--- config.mk ---
export PLATFORM = sky130hd
export DESIGN_NAME = max_pool_2x2_stride2
export DESIGN_NICKNAME = d
export VERILOG_FILES = /design/src/hdl/mp22_pkg.sv /design/src/hdl/mp22_line_ram.sv /design/src/hdl/max_pool_2x2_stride2.sv
export SDC_FILE = /design/constraint.sdc
export NUM_CORES = 2
export LEC_CHECK = 0
export ABC_CLOCK_PERIOD_IN_PS = 6350
export BUFFER_PORTS_ARGS = -buffer_cell sky130_fd_sc_hd__buf_2
export CORE_ASPECT_RATIO = 1.4
export CORE_UTILIZATION = 45
export DETAILED_ROUTE_END_ITERATION = 8
export GPL_TIMING_DRIVEN = 0
export HOLD_SLACK_MARGIN = 0.05
export SYNTH_ARGS = -nofsm -noshare
export SYNTH_HDL_FRONTEND = slang
export SYNTH_HIERARCHICAL = 1
export SYNTH_SLANG_ARGS = --single-unit
--- constraint.sdc ---
create_clock -name clk -period 6.35 [get_ports clk]
set_clock_uncertainty 0.2 [all_clocks]
set_input_delay 1.27 -clock clk [delete_from_list [all_inputs] [get_ports clk]]
set_output_delay 1.27 -clock clk [all_outputs]
set_load 0.005 [all_outputs]
--- src/hdl/mp22_pkg.sv ---
package mp22_pkg;

  // Width of the configuration registers and of the write data port
  localparam int CFG_W = 9;

  // Configuration register indexes
  typedef enum logic [0:0] {
    REG_MAP_WIDTH  = 1'b0,
    REG_MAP_HEIGHT = 1'b1
  } cfg_reg_t;

  // Reset value of both map dimensions
  localparam logic [CFG_W-1:0] MAP_DIM_RESET = CFG_W'(256);

endpackage

--- src/hdl/mp22_line_ram.sv ---
module mp22_line_ram #(
  parameter int DATA_WIDTH = 16,
  parameter int DEPTH      = 128,
  parameter int AW         = 7
) (
  input  logic                  clk,
  input  logic                  wr_en,
  input  logic [AW-1:0]         wr_addr,
  input  logic [DATA_WIDTH-1:0] wr_data,
  input  logic                  rd_en,
  input  logic [AW-1:0]         rd_addr,
  output logic [DATA_WIDTH-1:0] rd_data
);

  logic [DATA_WIDTH-1:0] mem [DEPTH];

  // Write port
  always_ff @(posedge clk) begin
    if (wr_en) begin
      mem[wr_addr] <= wr_data;
    end
  end

  // Registered read port, holds its data until the next read
  always_ff @(posedge clk) begin
    if (rd_en) begin
      rd_data <= mem[rd_addr];
    end
  end

endmodule

--- src/hdl/max_pool_2x2_stride2.sv ---
// Pipeline: the pixel that closes a window starts the line store read, which stage 1
//   waits for; the pooled item then moves into the output register.
// Throughput: one pixel per cycle, limited by the single read and write port of the
//   line store; the input stalls only while stage 1 and the output register both hold
//   an item and the output is stalled.
// Reset: synchronous, clears counters, pipeline valids and map size (256 x 256);
//   the line store is not cleared, every entry is written on an even row before use.
module max_pool_2x2_stride2 import mp22_pkg::*; #(
  parameter int MAX_WIDTH  = 256,
  parameter int DATA_WIDTH = 16
) (
  input  logic                         clk,
  input  logic                         rst,
  // configuration
  input  logic                         cfg_write,
  input  logic [0:0]                   cfg_index,
  input  logic [CFG_W-1:0]             cfg_data,
  // pixel input
  input  logic                         in_valid,
  output logic                         in_stall,
  input  logic signed [DATA_WIDTH-1:0] pixel_value,
  // pooled output
  output logic                         out_valid,
  input  logic                         out_stall,
  output logic signed [DATA_WIDTH-1:0] pooled_value,
  output logic                         last_in_map
);

  localparam int LINE_DEPTH = (MAX_WIDTH / 2 > 0) ? MAX_WIDTH / 2 : 1;
  localparam int AW         = (LINE_DEPTH > 1) ? $clog2(LINE_DEPTH) : 1;
  localparam int CCW        = (MAX_WIDTH > 2) ? $clog2(MAX_WIDTH) : 1;
  localparam int WW         = ($clog2(MAX_WIDTH) + 1 > CFG_W) ?
                              $clog2(MAX_WIDTH) + 1 : CFG_W;
  localparam int RW         = CFG_W + 1;

  logic [CFG_W-1:0] map_width;
  logic [CFG_W-1:0] map_height;

  logic [CCW-1:0]   col;
  logic [CCW-1:0]   col_next;
  logic [CFG_W-1:0] row;
  logic [CFG_W-1:0] row_next;

  logic signed [DATA_WIDTH-1:0] first_of_pair;

  logic [WW-1:0] width_eff;
  logic [WW-1:0] width_even;
  logic [WW-1:0] col_ext;
  logic [WW-1:0] col_inc;
  logic [RW-1:0] height_eff;
  logic [RW-1:0] height_even;
  logic [RW-1:0] row_ext;
  logic [RW-1:0] row_inc;

  logic                         accept;
  logic                         in_window;
  logic                         line_wr;
  logic                         line_rd;
  logic                         window_last;
  logic [AW-1:0]                slot;
  logic signed [DATA_WIDTH-1:0] pair_max;
  logic [DATA_WIDTH-1:0]        line_rd_data;

  logic                         s1_valid;
  logic                         s1_last;
  logic signed [DATA_WIDTH-1:0] s1_pair_max;
  logic                         s1_advance;
  logic signed [DATA_WIDTH-1:0] s1_result;

  // Configuration registers
  always_ff @(posedge clk) begin
    if (rst) begin
      map_width  <= MAP_DIM_RESET;
      map_height <= MAP_DIM_RESET;
    end else if (cfg_write) begin
      unique case (cfg_reg_t'(cfg_index))
        REG_MAP_WIDTH:  map_width  <= cfg_data;
        REG_MAP_HEIGHT: map_height <= cfg_data;
        default:        ;
      endcase
    end
  end

  // Clamp the map size and round down to whole windows
  always_comb begin
    width_eff = WW'(map_width);
    if (width_eff < WW'(2)) begin
      width_eff = WW'(2);
    end else if (width_eff > WW'(MAX_WIDTH)) begin
      width_eff = WW'(MAX_WIDTH);
    end
    width_even = {width_eff[WW-1:1], 1'b0};

    height_eff = RW'(map_height);
    if (height_eff < RW'(2)) begin
      height_eff = RW'(2);
    end
    height_even = {height_eff[RW-1:1], 1'b0};
  end

  // Pipeline flow: stage 1 moves on unless the output register is held
  assign s1_advance = !out_valid || !out_stall;
  assign in_stall   = s1_valid && !s1_advance;
  assign accept     = in_valid && !in_stall;

  // Window position and pair maximum for the current pixel
  assign col_ext     = WW'(col);
  assign row_ext     = RW'(row);
  assign in_window   = col[0] && (col_ext < width_even) && (row_ext < height_even);
  assign line_wr     = accept && in_window && !row[0];
  assign line_rd     = accept && in_window && row[0];
  assign window_last = (col_ext == width_even - WW'(1)) &&
                       (row_ext == height_even - RW'(1));
  assign slot        = AW'(col_ext >> 1);
  assign pair_max    = (first_of_pair < pixel_value) ? pixel_value : first_of_pair;

  // Raster counters
  always_comb begin
    col_inc  = col_ext + WW'(1);
    row_inc  = row_ext + RW'(1);
    col_next = CCW'(col_inc);
    row_next = row;
    if (col_inc >= width_eff) begin
      col_next = '0;
      row_next = (row_inc >= height_eff) ? '0 : CFG_W'(row_inc);
    end else if (row_ext >= height_eff) begin
      row_next = '0;
    end
  end

  always_ff @(posedge clk) begin
    if (rst) begin
      col           <= '0;
      row           <= '0;
      first_of_pair <= '0;
    end else if (accept) begin
      col <= col_next;
      row <= row_next;
      if (!col[0]) begin
        first_of_pair <= pixel_value;
      end
    end
  end

  // Line store of pair maxima from the even row
  mp22_line_ram #(
    .DATA_WIDTH (DATA_WIDTH),
    .DEPTH      (LINE_DEPTH),
    .AW         (AW)
  ) u_line_ram (
    .clk     (clk),
    .wr_en   (line_wr),
    .wr_addr (slot),
    .wr_data (pair_max),
    .rd_en   (line_rd),
    .rd_addr (slot),
    .rd_data (line_rd_data)
  );

  // Stage 1: wait for the line store read
  always_ff @(posedge clk) begin
    if (rst) begin
      s1_valid <= 1'b0;
    end else if (!s1_valid || s1_advance) begin
      s1_valid <= line_rd;
    end
  end

  always_ff @(posedge clk) begin
    if (line_rd) begin
      s1_pair_max <= pair_max;
      s1_last     <= window_last;
    end
  end

  assign s1_result = ($signed(line_rd_data) < s1_pair_max) ? s1_pair_max
                                                           : $signed(line_rd_data);

  // Output register
  always_ff @(posedge clk) begin
    if (rst) begin
      out_valid <= 1'b0;
    end else if (s1_advance) begin
      out_valid <= s1_valid;
    end
  end

  always_ff @(posedge clk) begin
    if (s1_advance && s1_valid) begin
      pooled_value <= s1_result;
      last_in_map  <= s1_last;
    end
  end

endmodule

==> results.cfg <==
[status]
outcome = complete, but fails checks
violations = DRC

[placed_design]
hpwl_mm = 152
numPlacedInstances = 6511
io_buffers = 49
gp_congestion = 0.889

[logic_synthesis]
ys_ff_latch = 2151
ys.flop_type = edfxtp_1
synthArstFlopShare = 0
synth_area_sq_mm = 0.0850
syn_inst = 3853
avgSynthCellArea_sq_um = 22.1
synth-edff-count = 2098
ys_seq_area_frac = 0.754
synth_warnings = 6
ys_types = 58
synthesis.nets = 3952

[hold_path]
whs_endpoint = last_in_map
holdPathStages = 0
min_path_type = flop to flop
hold_start = s1_last

[final_layout]
drive_above_1_share = 0.312
syn_to_final_growth_pct = 14.5
final_cell_mix = 2,098 x edfxtp_1, 672 x mux4_2, 201 x clkbuf_16, 136 x clkbuf_1, 120 x nor2_2
nNetsFinal = 4336
fin_cells = 6869
final_core_util = 0.519
final_common_cell = edfxtp_1

[die]
rows = 188
die_y_microns = 516
dieWidth_microns = 369
core-area_sq_mm = 0.187
io_pins = 50
die_area_sq_mm = 0.191
start_util = 0.453

[clock_tree]
tritoncts = built
clkTransAtPathRegs_ps = 70
cts.sinks = 2151
numCtsBuffers = 193
cts-hold-fix-buffers = 0
ctsRootBufferMaster = clkbuf_16
clkLatencyLatePin_ps = 830
clockBufferDepth = 3
cts_setup_buffers = 0
cts.repair.resized = 0
cts.htree.levels = 4

[power]
p_leak_nw = 29.9
powerDensity_mw_per_mm2 = 300
ir_drop_uv = 310
p_total_mw = 29.2

[sta]
slew_headroom = 0.0395
hold_violations = 0
rsz0062_at_grt = false
final-setup-viol-count = 0
slew_violations = 0
period_minus_slack_ps = 6230
fin_crit_sh = 0.981
tightest_slew_ps = 1440
fmax_ghz = 0.161

[global_route]
met1_usage = 0.286
busiest_layer = met2
first_global_vias = 42000
track_usage = 0.235
grt_antenna_before_repair = 12
grtUsageMet3 = 0.0318
grt_max_degree = 130
grt_pass1_wl_mm = 313
grt_use_met2 = 0.420
grt_overflow = 0

[drt]
drc_errors = 16
via_per_inst = 6.01
drt-initial-drc-count = 4374
drt-total-wl_mm = 222
num_vias = 41300
firstDrtPassIters = 7
antenna_left = 0
wl_per_cell_microns = 32.3

[critical_path]
r2r_slack_ps = 120
worstPathArrival_ps = 6470
worstSetupStartpoint = col[6]
rr_startpoint = col[6]
critPathLaunchType = flop
worstPathBufferInverterCount = 2
critical_path.cell_chain = ha_1 > a21o_1 > a21oi_1 > nor2_1 > or3_1 > nor3_1 > clkbuf_1 > nor2b_1 > nand3_1 > clkbuf_2 > nor2_2
slowest_delay_ps = 950
reg2reg_depth = 11
required_ps = 6590
cpMaxStageDelayCell = dfxtp_1
regToRegEndpoint = u_line_ram/mem[30][3]
critPathMaxFanout = 16
worstSetupPathType = flop to flop
cp_top_family = simple AND/OR/NAND/NOR gates
endpoint_kind = flop

[run]
maxCapViolCount = 0
kinds of logic (layout without fill, tap and decap cells):
kind of cell               Yosys count  count (layout)  synth area share
AOI/OAI and AO/OA                  187             187            0.0137
xor gates and xnor gates            27              27           0.00278
adders and majority gates           68              68            0.0100
buffers and inverters              260             802            0.0127
DFF                               2151            2151             0.754
muxes                              713             713             0.184
other                                0               4                 0
and+or+nand+nor                    447             447            0.0233
synthesized netlist by cell type, types with 15 or more instances:
| library cell | instances | share of area |
|---|---|---|
| a31oi_1 | 22 | 0.0016 |
| ha_1 | 68 | 0.010 |
| xor2_1 | 15 | 0.0015 |
| o211ai_1 | 20 | 0.0018 |
| nor3_1 | 20 | 0.0012 |
| nand3_1 | 62 | 0.0037 |
| mux4_2 | 672 | 0.18 |
| o21ai_0 | 25 | 0.0015 |
| inv_1 | 58 | 0.0026 |
| a21oi_1 | 81 | 0.0048 |
| dfxtp_1 | 53 | 0.012 |
| nor2_1 | 185 | 0.0082 |
| edfxtp_1 | 2098 | 0.74 |
| clkbuf_1 | 110 | 0.0049 |
| buf_2 | 58 | 0.0034 |
| buf_1 | 31 | 0.0014 |
| mux2_2 | 23 | 0.0030 |
| nand2_1 | 110 | 0.0049 |
per-layer routing:
layer	vias up	wire (microns)
li1	17000	-
met1	22300	81800
met2	1575	118000
met3	391	12200
met4	6	9870
met5	-	132
per-stage QoR:
stage                     setup TNS, ps  hold WS (ps)  instance area, sq um  setup slack (ps)
after floorplan                       0           200                 85000              1270
after global placement          -960010           230                 88300              -999
after detailed placement          -3010           218                 91200             -87.5
after CTS                             0           237                 97300               281
after global routing                  0           253                 97300               119
final                                 0           229                 97300               120
cell type report:
cell class                 instances  area (sq um)
tap                             2470          3090
clock buffer                     237          5160
antenna                            4          10.0
fill                           14500         90100
multi-input combinational       1442         20400
buffer                           202           872
sequential                      2151         64100
clock inverter                   116           900
inverter                          58           218
timing repair buffer             189          2650
power by group:
part	internal, mW	switching [mW]
registers	16.0	0.0225
clock network	6.29	5.08
logic	0.537	1.23
worst max-delay path by stage:
stage | end | slack (ps) | cells past startpoint
final | u_line_ram/mem[30][3] | 120 | 11
after global routing | u_line_ram/mem[30][10] | 120 | 11
after global placement | u_line_ram/mem[78][7] | -1000 | 10
after CTS | u_line_ram/mem[30][2] | 280 | 11
after floorplan | s1_last | 1270 | 6
after detailed placement | u_line_ram/mem[30][5] | -90 | 12
state kept, by name (all words and copies together), names as in the netlist, 8 cells and up:
register / count
row: 9
s1_pair_max: 16
col: 8
pooled_value: 16
first_of_pair: 16
u_line_ram/mem: 2048
map_width: 9
u_line_ram/rd_data: 16
map_height: 9
(Power assumes the default switching activity.)
